<file path="config.mk">
export PLATFORM = sky130hd
export DESIGN_NAME = char_histogram_with_max
export DESIGN_NICKNAME = d
export VERILOG_FILES = /design/src/rtl/core/chist_pkg.sv /design/src/rtl/core/chist_bins.sv /design/src/rtl/core/chist_track.sv /design/src/rtl/core/char_histogram_with_max.sv
export SDC_FILE = /design/constraint.sdc
export NUM_CORES = 2
export LEC_CHECK = 0
export ABC_AREA = 1
export BUFFER_PORTS_ARGS = -buffer_cell sky130_fd_sc_hd__buf_4
export CAP_MARGIN = 15
export CORE_MARGIN = 3
export CORE_UTILIZATION = 25
export DETAILED_ROUTE_END_ITERATION = 16
export PLACE_DENSITY_LB_ADDON = 0.3
export SLEW_MARGIN = 30
export SYNTH_ARGS = -nofsm -noshare
export SYNTH_HDL_FRONTEND = slang
export SYNTH_SLANG_ARGS = --single-unit
export TNS_END_PERCENT = 10
</file>
<file path="constraint.sdc">
create_clock -name clk -period 7.7 [get_ports clk]
set_input_delay 0 -clock clk [delete_from_list [all_inputs] [get_ports clk]]
set_output_delay 0 -clock clk [all_outputs]
set_load 0.1 [all_outputs]
</file>
<file path="src/rtl/core/chist_pkg.sv">
// Package for the character histogram block: word types, codes and defaults.
// Used by every module under rtl/core; depends on nothing else.
package chist_pkg;

  localparam int COUNT_WIDTH_DEF = 16;
  localparam int NUM_CODES_DEF   = 256;
  localparam int FIELD_W         = 16;

  localparam logic [7:0] FIRST_CHAR_RESET = 8'd33;
  localparam logic [7:0] LAST_CHAR_RESET  = 8'd126;

  localparam logic [1:0] MODE_COUNT  = 2'd0;
  localparam logic [1:0] MODE_READ   = 2'd1;
  localparam logic [1:0] MODE_CLEAR  = 2'd2;
  // The fourth code is not assigned and behaves as a read.
  localparam logic [1:0] MODE_UNUSED = 2'd3;

  localparam logic REG_FIRST_CHAR = 1'b0;
  localparam logic REG_LAST_CHAR  = 1'b1;

  typedef struct packed {
    logic [1:0] mode;
    logic [7:0] char_code;
  } item_t;

  typedef struct packed {
    logic [15:0] bin_count;
    logic        in_range;
    logic [15:0] total_chars;
    logic [15:0] max_count;
    logic [7:0]  max_char;
  } result_t;

  // State updates of one item, already gated by the stage advancing.
  typedef struct packed {
    logic count;  // byte counted into the total
    logic bin;    // byte bumps its bin
    logic clr;    // clear all bins and totals
  } upd_t;

endpackage

</file>
<file path="src/rtl/core/chist_bins.sv">
// Bin store of the character histogram: count memory, per-entry valid bits,
// and forwarding of the last write. Depends on chist_pkg.
module chist_bins
  import chist_pkg::*;
#(
  parameter int COUNT_WIDTH = COUNT_WIDTH_DEF,
  parameter int NUM_CODES   = NUM_CODES_DEF,
  localparam int IDX_W      = $clog2(NUM_CODES)
) (
  input  logic                   clk,
  input  logic                   rst,
  input  logic                   rd_en,
  input  logic [IDX_W-1:0]       rd_addr,
  input  logic [IDX_W-1:0]       addr,
  input  upd_t                   upd,
  input  logic [COUNT_WIDTH-1:0] wr_data,
  output logic [COUNT_WIDTH-1:0] old_count
);

  logic [COUNT_WIDTH-1:0] mem [NUM_CODES];
  logic [COUNT_WIDTH-1:0] rdata;
  logic [NUM_CODES-1:0]   vbit;
  logic                   fwd_valid;
  logic [IDX_W-1:0]       fwd_addr;
  logic [COUNT_WIDTH-1:0] fwd_data;

  always_ff @(posedge clk) begin
    if (upd.bin) begin
      mem[addr] <= wr_data;
    end
    if (rd_en) begin
      rdata <= mem[rd_addr];
    end
  end

  always_ff @(posedge clk) begin
    if (rst || upd.clr) begin
      vbit      <= '0;
      fwd_valid <= 1'b0;
    end else if (upd.bin) begin
      vbit[addr] <= 1'b1;
      fwd_valid  <= 1'b1;
    end
  end

  always_ff @(posedge clk) begin
    if (upd.bin) begin
      fwd_addr <= addr;
      fwd_data <= wr_data;
    end
  end

  // A write that lands on the edge of the read is not in the read data, so
  // the last written word is taken instead.
  always_comb begin
    if (fwd_valid && fwd_addr == addr) begin
      old_count = fwd_data;
    end else if (vbit[addr]) begin
      old_count = rdata;
    end else begin
      old_count = '0;
    end
  end

endmodule

</file>
<file path="src/rtl/core/chist_track.sv">
// Running totals of the character histogram: byte count, greatest bin count
// and the lowest code holding it. Depends on chist_pkg.
module chist_track
  import chist_pkg::*;
#(
  parameter int COUNT_WIDTH = COUNT_WIDTH_DEF
) (
  input  logic                   clk,
  input  logic                   rst,
  input  upd_t                   upd,
  input  logic [7:0]             code,
  input  logic [COUNT_WIDTH-1:0] new_count,
  output logic [COUNT_WIDTH-1:0] total_next,
  output logic [COUNT_WIDTH-1:0] best_count_next,
  output logic [7:0]             best_char_next
);

  logic [COUNT_WIDTH-1:0] total;
  logic [COUNT_WIDTH-1:0] best_count;
  logic [7:0]             best_char;

  always_comb begin
    total_next      = total;
    best_count_next = best_count;
    best_char_next  = best_char;
    if (upd.clr) begin
      total_next      = '0;
      best_count_next = '0;
      best_char_next  = '0;
    end else begin
      if (upd.count && total != '1) begin
        total_next = total + 1'b1;
      end
      if (upd.bin) begin
        if (new_count > best_count) begin
          best_count_next = new_count;
          best_char_next  = code;
        end else if (new_count == best_count && code < best_char) begin
          best_char_next = code;
        end
      end
    end
  end

  always_ff @(posedge clk) begin
    if (rst) begin
      total      <= '0;
      best_count <= '0;
      best_char  <= '0;
    end else begin
      total      <= total_next;
      best_count <= best_count_next;
      best_char  <= best_char_next;
    end
  end

endmodule

</file>
<file path="src/rtl/core/char_histogram_with_max.sv">
// Top level of the character histogram with running maximum.
// Depends on chist_pkg, chist_bins and chist_track.
//
// The block takes one word per clock cycle while the result side does not
// stall and returns one result word for each through the update stage and
// the result register. The bin read is registered; the update stage forms
// the new count, writes it back and updates the totals, and a bin written
// on the cycle before is forwarded to the next word. Bins are emptied at
// reset and by a clear word through per-entry valid bits, so the block is
// ready at once after reset with no sweep of the memory. The range registers
// are to be written over the APB port while the block is idle (not enforced).
module char_histogram_with_max
  import chist_pkg::*;
#(
  parameter int COUNT_WIDTH = COUNT_WIDTH_DEF,
  parameter int NUM_CODES   = NUM_CODES_DEF
) (
  input  logic        clk,
  input  logic        rst,
  input  logic        item_valid,
  output logic        item_stall,
  input  item_t       item,
  output logic        result_valid,
  input  logic        result_stall,
  output result_t     result,
  input  logic        psel,
  input  logic        penable,
  input  logic        pwrite,
  input  logic [2:0]  paddr,
  input  logic [31:0] pwdata,
  output logic [31:0] prdata,
  output logic        pready
);

  localparam int IDX_W = $clog2(NUM_CODES);
  localparam logic [8:0] CODE_LIMIT = 9'(NUM_CODES);

  logic [7:0] first_char;
  logic [7:0] last_char;

  logic                   accept;
  logic                   s1_valid;
  logic                   s1_fire;
  logic [1:0]             s1_mode;
  logic [7:0]             s1_code;
  logic                   s1_hit;
  logic                   s1_in_store;
  logic                   item_in_store;
  upd_t                   upd;
  logic [COUNT_WIDTH-1:0] bins_old;
  logic [COUNT_WIDTH-1:0] old_count;
  logic [COUNT_WIDTH-1:0] new_count;
  logic [COUNT_WIDTH-1:0] bin_after;
  logic [COUNT_WIDTH-1:0] total_next;
  logic [COUNT_WIDTH-1:0] best_count_next;
  logic [7:0]             best_char_next;
  logic [COUNT_WIDTH+FIELD_W-1:0] bin_wide;
  logic [COUNT_WIDTH+FIELD_W-1:0] total_wide;
  logic [COUNT_WIDTH+FIELD_W-1:0] best_wide;

  // Configuration registers.
  assign pready = 1'b1;

  always_ff @(posedge clk) begin
    if (rst) begin
      first_char <= FIRST_CHAR_RESET;
      last_char  <= LAST_CHAR_RESET;
    end else if (psel && penable && pwrite) begin
      unique case (paddr[2])
        REG_FIRST_CHAR: first_char <= pwdata[7:0];
        REG_LAST_CHAR:  last_char  <= pwdata[7:0];
        default: ;
      endcase
    end
  end

  always_comb begin
    unique case (paddr[2])
      REG_FIRST_CHAR: prdata = {24'd0, first_char};
      REG_LAST_CHAR:  prdata = {24'd0, last_char};
      default:        prdata = '0;
    endcase
  end

  // Handshake: one word in the update stage and one in the result register.
  assign s1_fire    = s1_valid && (!result_valid || !result_stall);
  assign item_stall = s1_valid && !s1_fire;
  assign accept     = item_valid && !item_stall;

  assign item_in_store = {1'b0, item.char_code} < CODE_LIMIT;

  always_ff @(posedge clk) begin
    if (rst) begin
      s1_valid <= 1'b0;
    end else if (accept) begin
      s1_valid <= 1'b1;
    end else if (s1_fire) begin
      s1_valid <= 1'b0;
    end
  end

  always_ff @(posedge clk) begin
    if (accept) begin
      s1_mode <= item.mode;
      s1_code <= item.char_code;
    end
  end

  // Update stage.
  assign s1_hit      = (s1_code >= first_char) && (s1_code <= last_char);
  assign s1_in_store = {1'b0, s1_code} < CODE_LIMIT;

  always_comb begin
    upd = '0;
    if (s1_fire) begin
      case (s1_mode)
        MODE_COUNT: begin
          upd.count = 1'b1;
          upd.bin   = s1_hit && s1_in_store;
        end
        MODE_CLEAR: upd.clr = 1'b1;
        default: ;
      endcase
    end
  end

  assign old_count = s1_in_store ? bins_old : '0;
  assign new_count = (old_count == '1) ? old_count : old_count + 1'b1;

  always_comb begin
    if (s1_mode == MODE_CLEAR) begin
      bin_after = '0;
    end else if (s1_mode == MODE_COUNT && s1_hit && s1_in_store) begin
      bin_after = new_count;
    end else begin
      bin_after = old_count;
    end
  end

  chist_bins #(
    .COUNT_WIDTH (COUNT_WIDTH),
    .NUM_CODES   (NUM_CODES)
  ) u_bins (
    .clk       (clk),
    .rst       (rst),
    .rd_en     (accept && item_in_store),
    .rd_addr   (item.char_code[IDX_W-1:0]),
    .addr      (s1_code[IDX_W-1:0]),
    .upd       (upd),
    .wr_data   (new_count),
    .old_count (bins_old)
  );

  chist_track #(
    .COUNT_WIDTH (COUNT_WIDTH)
  ) u_track (
    .clk             (clk),
    .rst             (rst),
    .upd             (upd),
    .code            (s1_code),
    .new_count       (new_count),
    .total_next      (total_next),
    .best_count_next (best_count_next),
    .best_char_next  (best_char_next)
  );

  // Counts are zero-extended or cut to the 16-bit result fields.
  assign bin_wide   = {{FIELD_W{1'b0}}, bin_after};
  assign total_wide = {{FIELD_W{1'b0}}, total_next};
  assign best_wide  = {{FIELD_W{1'b0}}, best_count_next};

  // Result register.
  always_ff @(posedge clk) begin
    if (rst) begin
      result_valid <= 1'b0;
    end else if (s1_fire) begin
      result_valid <= 1'b1;
    end else if (!result_stall) begin
      result_valid <= 1'b0;
    end
  end

  always_ff @(posedge clk) begin
    if (s1_fire) begin
      result.bin_count   <= bin_wide[FIELD_W-1:0];
      result.in_range    <= s1_hit;
      result.total_chars <= total_wide[FIELD_W-1:0];
      result.max_count   <= best_wide[FIELD_W-1:0];
      result.max_char    <= best_char_next;
    end
  end

endmodule
</file>
==> out/qor.txt <==
GP Congestion: 0.844
Post-synth cell types: 46
Worst min-delay path endpoint: s1_code[7]$_DFFE_PP_
Mux contribution to synthesized area: 0%
Clock root buffer: clkbuf_16
Die Wd: 853 µm
FFs w/ async S/R, synth: 0%
Clock slew at reported path FFs: 0.06 ns
RSZ-0062 raised after global routing: false
Routed WL: 604 mm
Post-synth top area cell: edfxtp_1
Seq/Total Area, Yosys: 73.8%
P&R area growth vs syn: 16.4%
Leakage: 0.0746 µW
Worst-Margin Slew: 1.09 ns
H-tree levels: 5
Worst hold start: item[7]
Post-synth top area share: 70.3%
Ranking of synthesized cells by area: edfxtp_1 70%, o21ai_0 7.6%, nor2_1 6.7%
Hpwl dp: 340 mm
Core ar.: 0.714 mm²
Adder-Cell Fraction of Synth Area: 0.286%
Critical path peak fanout: 55
Yosys reg bits: 4518
FF-to-FF setup slack: 0.38 ns
RR Endpoint: result[8]$_DFFE_PP_
Worst vdd ir: 0.203 mV
Max-cap violations: 0
Fin util: 29.3%
Initial core utilization: 25.1%
Die footprint: 0.728 mm²
Cell Area, Synth: 0.180 mm²
DRC: 0
WL/cell: 24.6 µm
Slowest-stage cell, CP: edfxtp_1
Worst r2r src: s1_code[1]$_DFFE_PP_
Prevailing post-synth register cell: edfxtp_1
Fmax: 137 MHz
Row count: 310
R2r worst-path depth: 31
Post-route ant nets: 0
Combinational family with the most area after synthesis: compound AO/OA/AOI/OAI gates
First drt pass iteration count: 8
Post-route clock period utilization: 95.0%
Clock Skew: 0.104 ns
Minimum clock period: 7.32 ns
Syn_area_per_cell: 12.4 µm²
Via/cell ratio: 4.91
Compound-Gate Fraction of Synth Area: 14.1%
Pwr dens: 247 mW/mm²
Endpoints failing setup: 0
YS warnings: 0
Initial antenna violation count: 39
Area after DPL: 0.193 mm²
Count of final hold-check violations: 0
Fin. max-slew vios: 0
DR iter-0 viols: 13800
Slew headroom: 27.4%
Most frequent cell after synthesis: edfxtp_1
Worst setup path class: reg2reg
Largest net degree at the start of global routing: 241
Worst skew pair latency: 1.08 ns
Crit-path most repeated cell: nand2_1
Critical path startpoint category: register
Number of global-route vias before repair: 113000
Status: finished clean
Fin nets: 14700
Post-Syn Instances: 14500
Via count: 120000
Share of layout cells above drive strength 1: 10.7%
XOR/XNOR share of the synthesized area: 0.0822%
Synth top cells by count: 4203 x edfxtp_1, 3201 x nor2_1, 2722 x o21ai_0, 1276 x o22ai_1, 968 x clkbuf_1
Worst Setup Slack, final: 0.384 ns
Fillcell total: 72400
Crit path arrival time: 8.11 ns
CP required: 8.49 ns
Die H: 853 µm
Number of port buffers: 92
First-pass GRT wire length: 855 mm
EDFF count, synth: 4203
Setup WS pre-CTS: -0.134 ns
Congestion Overflow GR: 0
WHS Path Cells: 2
Critical Path Max Stage Delay: 0.51 ns
Type of the tightest min-delay check: in2reg
CP Capture Type: register
All-layer global routing usage: 15.8%
Post-Synth Simple-Gate Area: 8.50%
TritonCTS clock tree: yes
Clk sinks: 4518
Cts bufs inserted: 474
Clock tree buffer depth: 4
# IOs: 144
Fin area: 0.209 mm²
-- per-stage QoR --
step	power, µW	hold WS (ns)	std cells	setup TNS [ns]
after floorplan	28800	0.0989	14500	0
after CTS	52100	0.0198	24500	0
after global routing	53200	0.0555	24500	0
after detailed placement	30000	0.184	23600	-0.925
final	51700	0.121	24500	0
after global placement	30000	0.184	23600	-0.0369
-- area by class of cell --
cell class / count / area (µm²) / area share [%]
inverter: 369 / 1430 / 0.685
tap: 9516 / 11900 / 5.70
sequential: 4518 / 133000 / 63.4
multi-input combinational: 8574 / 42200 / 20.2
timing repair buffer: 661 / 6040 / 2.89
clock inverter: 275 / 2370 / 1.13
antenna: 4 / 10.0 / 0.00479
clock buffer: 599 / 12500 / 5.97
-- critical path, delay by kind of cell (launching register included) --
kind	cells	cell delay, ns
buffers and inverters	7	1.92
DFF	1	0.51
and+or+nand+nor	17	2.77
AOI/OAI and AO/OA	5	1.04
adders and majority gates	2	0.72
-- worst max path at each step --
| stage | from | to | slack [ns] | depth (start not counted) |
|---|---|---|---|---|
| 5_1_grt | s1_code[1]$_DFFE_PP_ | result[13]$_DFFE_PP_ | 0.04 | 29 |
| 3_5_place_dp | s1_code[0]$_DFFE_PP_ | result[8]$_DFFE_PP_ | -0.13 | 32 |
| 3_3_place_gp | s1_code[0]$_DFFE_PP_ | result[8]$_DFFE_PP_ | -0.04 | 31 |
| 2_1_floorplan | s1_code[1]$_DFFE_PP_ | result[8]$_DFFE_PP_ | 0.50 | 34 |
| 4_1_cts | s1_code[0]$_DFFE_PP_ | result[8]$_DFFE_PP_ | 0.28 | 32 |
| 6_report | s1_code[1]$_DFFE_PP_ | result[8]$_DFFE_PP_ | 0.38 | 31 |
-- report_power, final --
part | total [µW] | switching, µW | internal (µW)
clock | 22200 | 9830 | 12400
sequential | 26500 | 20.1 | 26500
combinational | 3020 | 2230 | 793
-- flip-flops by register name (all words and copies together) (netlist names), 16 cells and up --
register,cells
u_track.total,16
u_bins.vbit,256
u_bins.mem,4096
u_bins.fwd_data,16
u_bins.rdata,16
u_track.best_count,16
result,57
-- timing repair --
item / 4_1_cts / 5_1_grt
hold endpoints to repair: 202 / 0
resized for setup: 2 / 0
buffers inserted: 0 / 6
hold buffers: 60 / 0
endpoints found under the setup margin: 14 / 24
-- layout by cell type, fill, tap and decap left out, drive strengths merged, types with 59 or more instances in the layout --
cell type	Yosys	layout
edfxtp	4203	4203
clkinv	2	226
nand2	662	662
buf	98	602
dfxtp	315	315
clkbuf	968	599
o22ai	1276	1276
o32ai	84	84
dlygate4sd3	0	59
nor2	3215	3215
o21ba	156	156
a21oi	155	155
inv	367	380
o21ai	2811	2811
-- per-layer routing --
| metal | part of all wire (%) | track usage [%] | up-vias |
|---|---|---|---|
| li1 | - | - | 53400 |
| met1 | 44 | 22.1 | 61600 |
| met2 | 46 | 25.5 | 4498 |
| met3 | 7.1 | 2.30 | 873 |
| met4 | 3.1 | 4.54 | 12 |
| met5 | 0.011 | 0 | - |
-- cells by family (layout without fill, tap and decap cells) --
logic type,after synthesis,in the layout
AND/OR/NAND/NOR,3981,3981
AO/OA/AOI/OAI,4511,4511
flip-flops,4518,4518
adder cells (fa/ha/maj),41,41
other,2,29
XOR/XNOR,16,16
buffers and inverters,1435,1904
(Power assumes the default switching activity.)
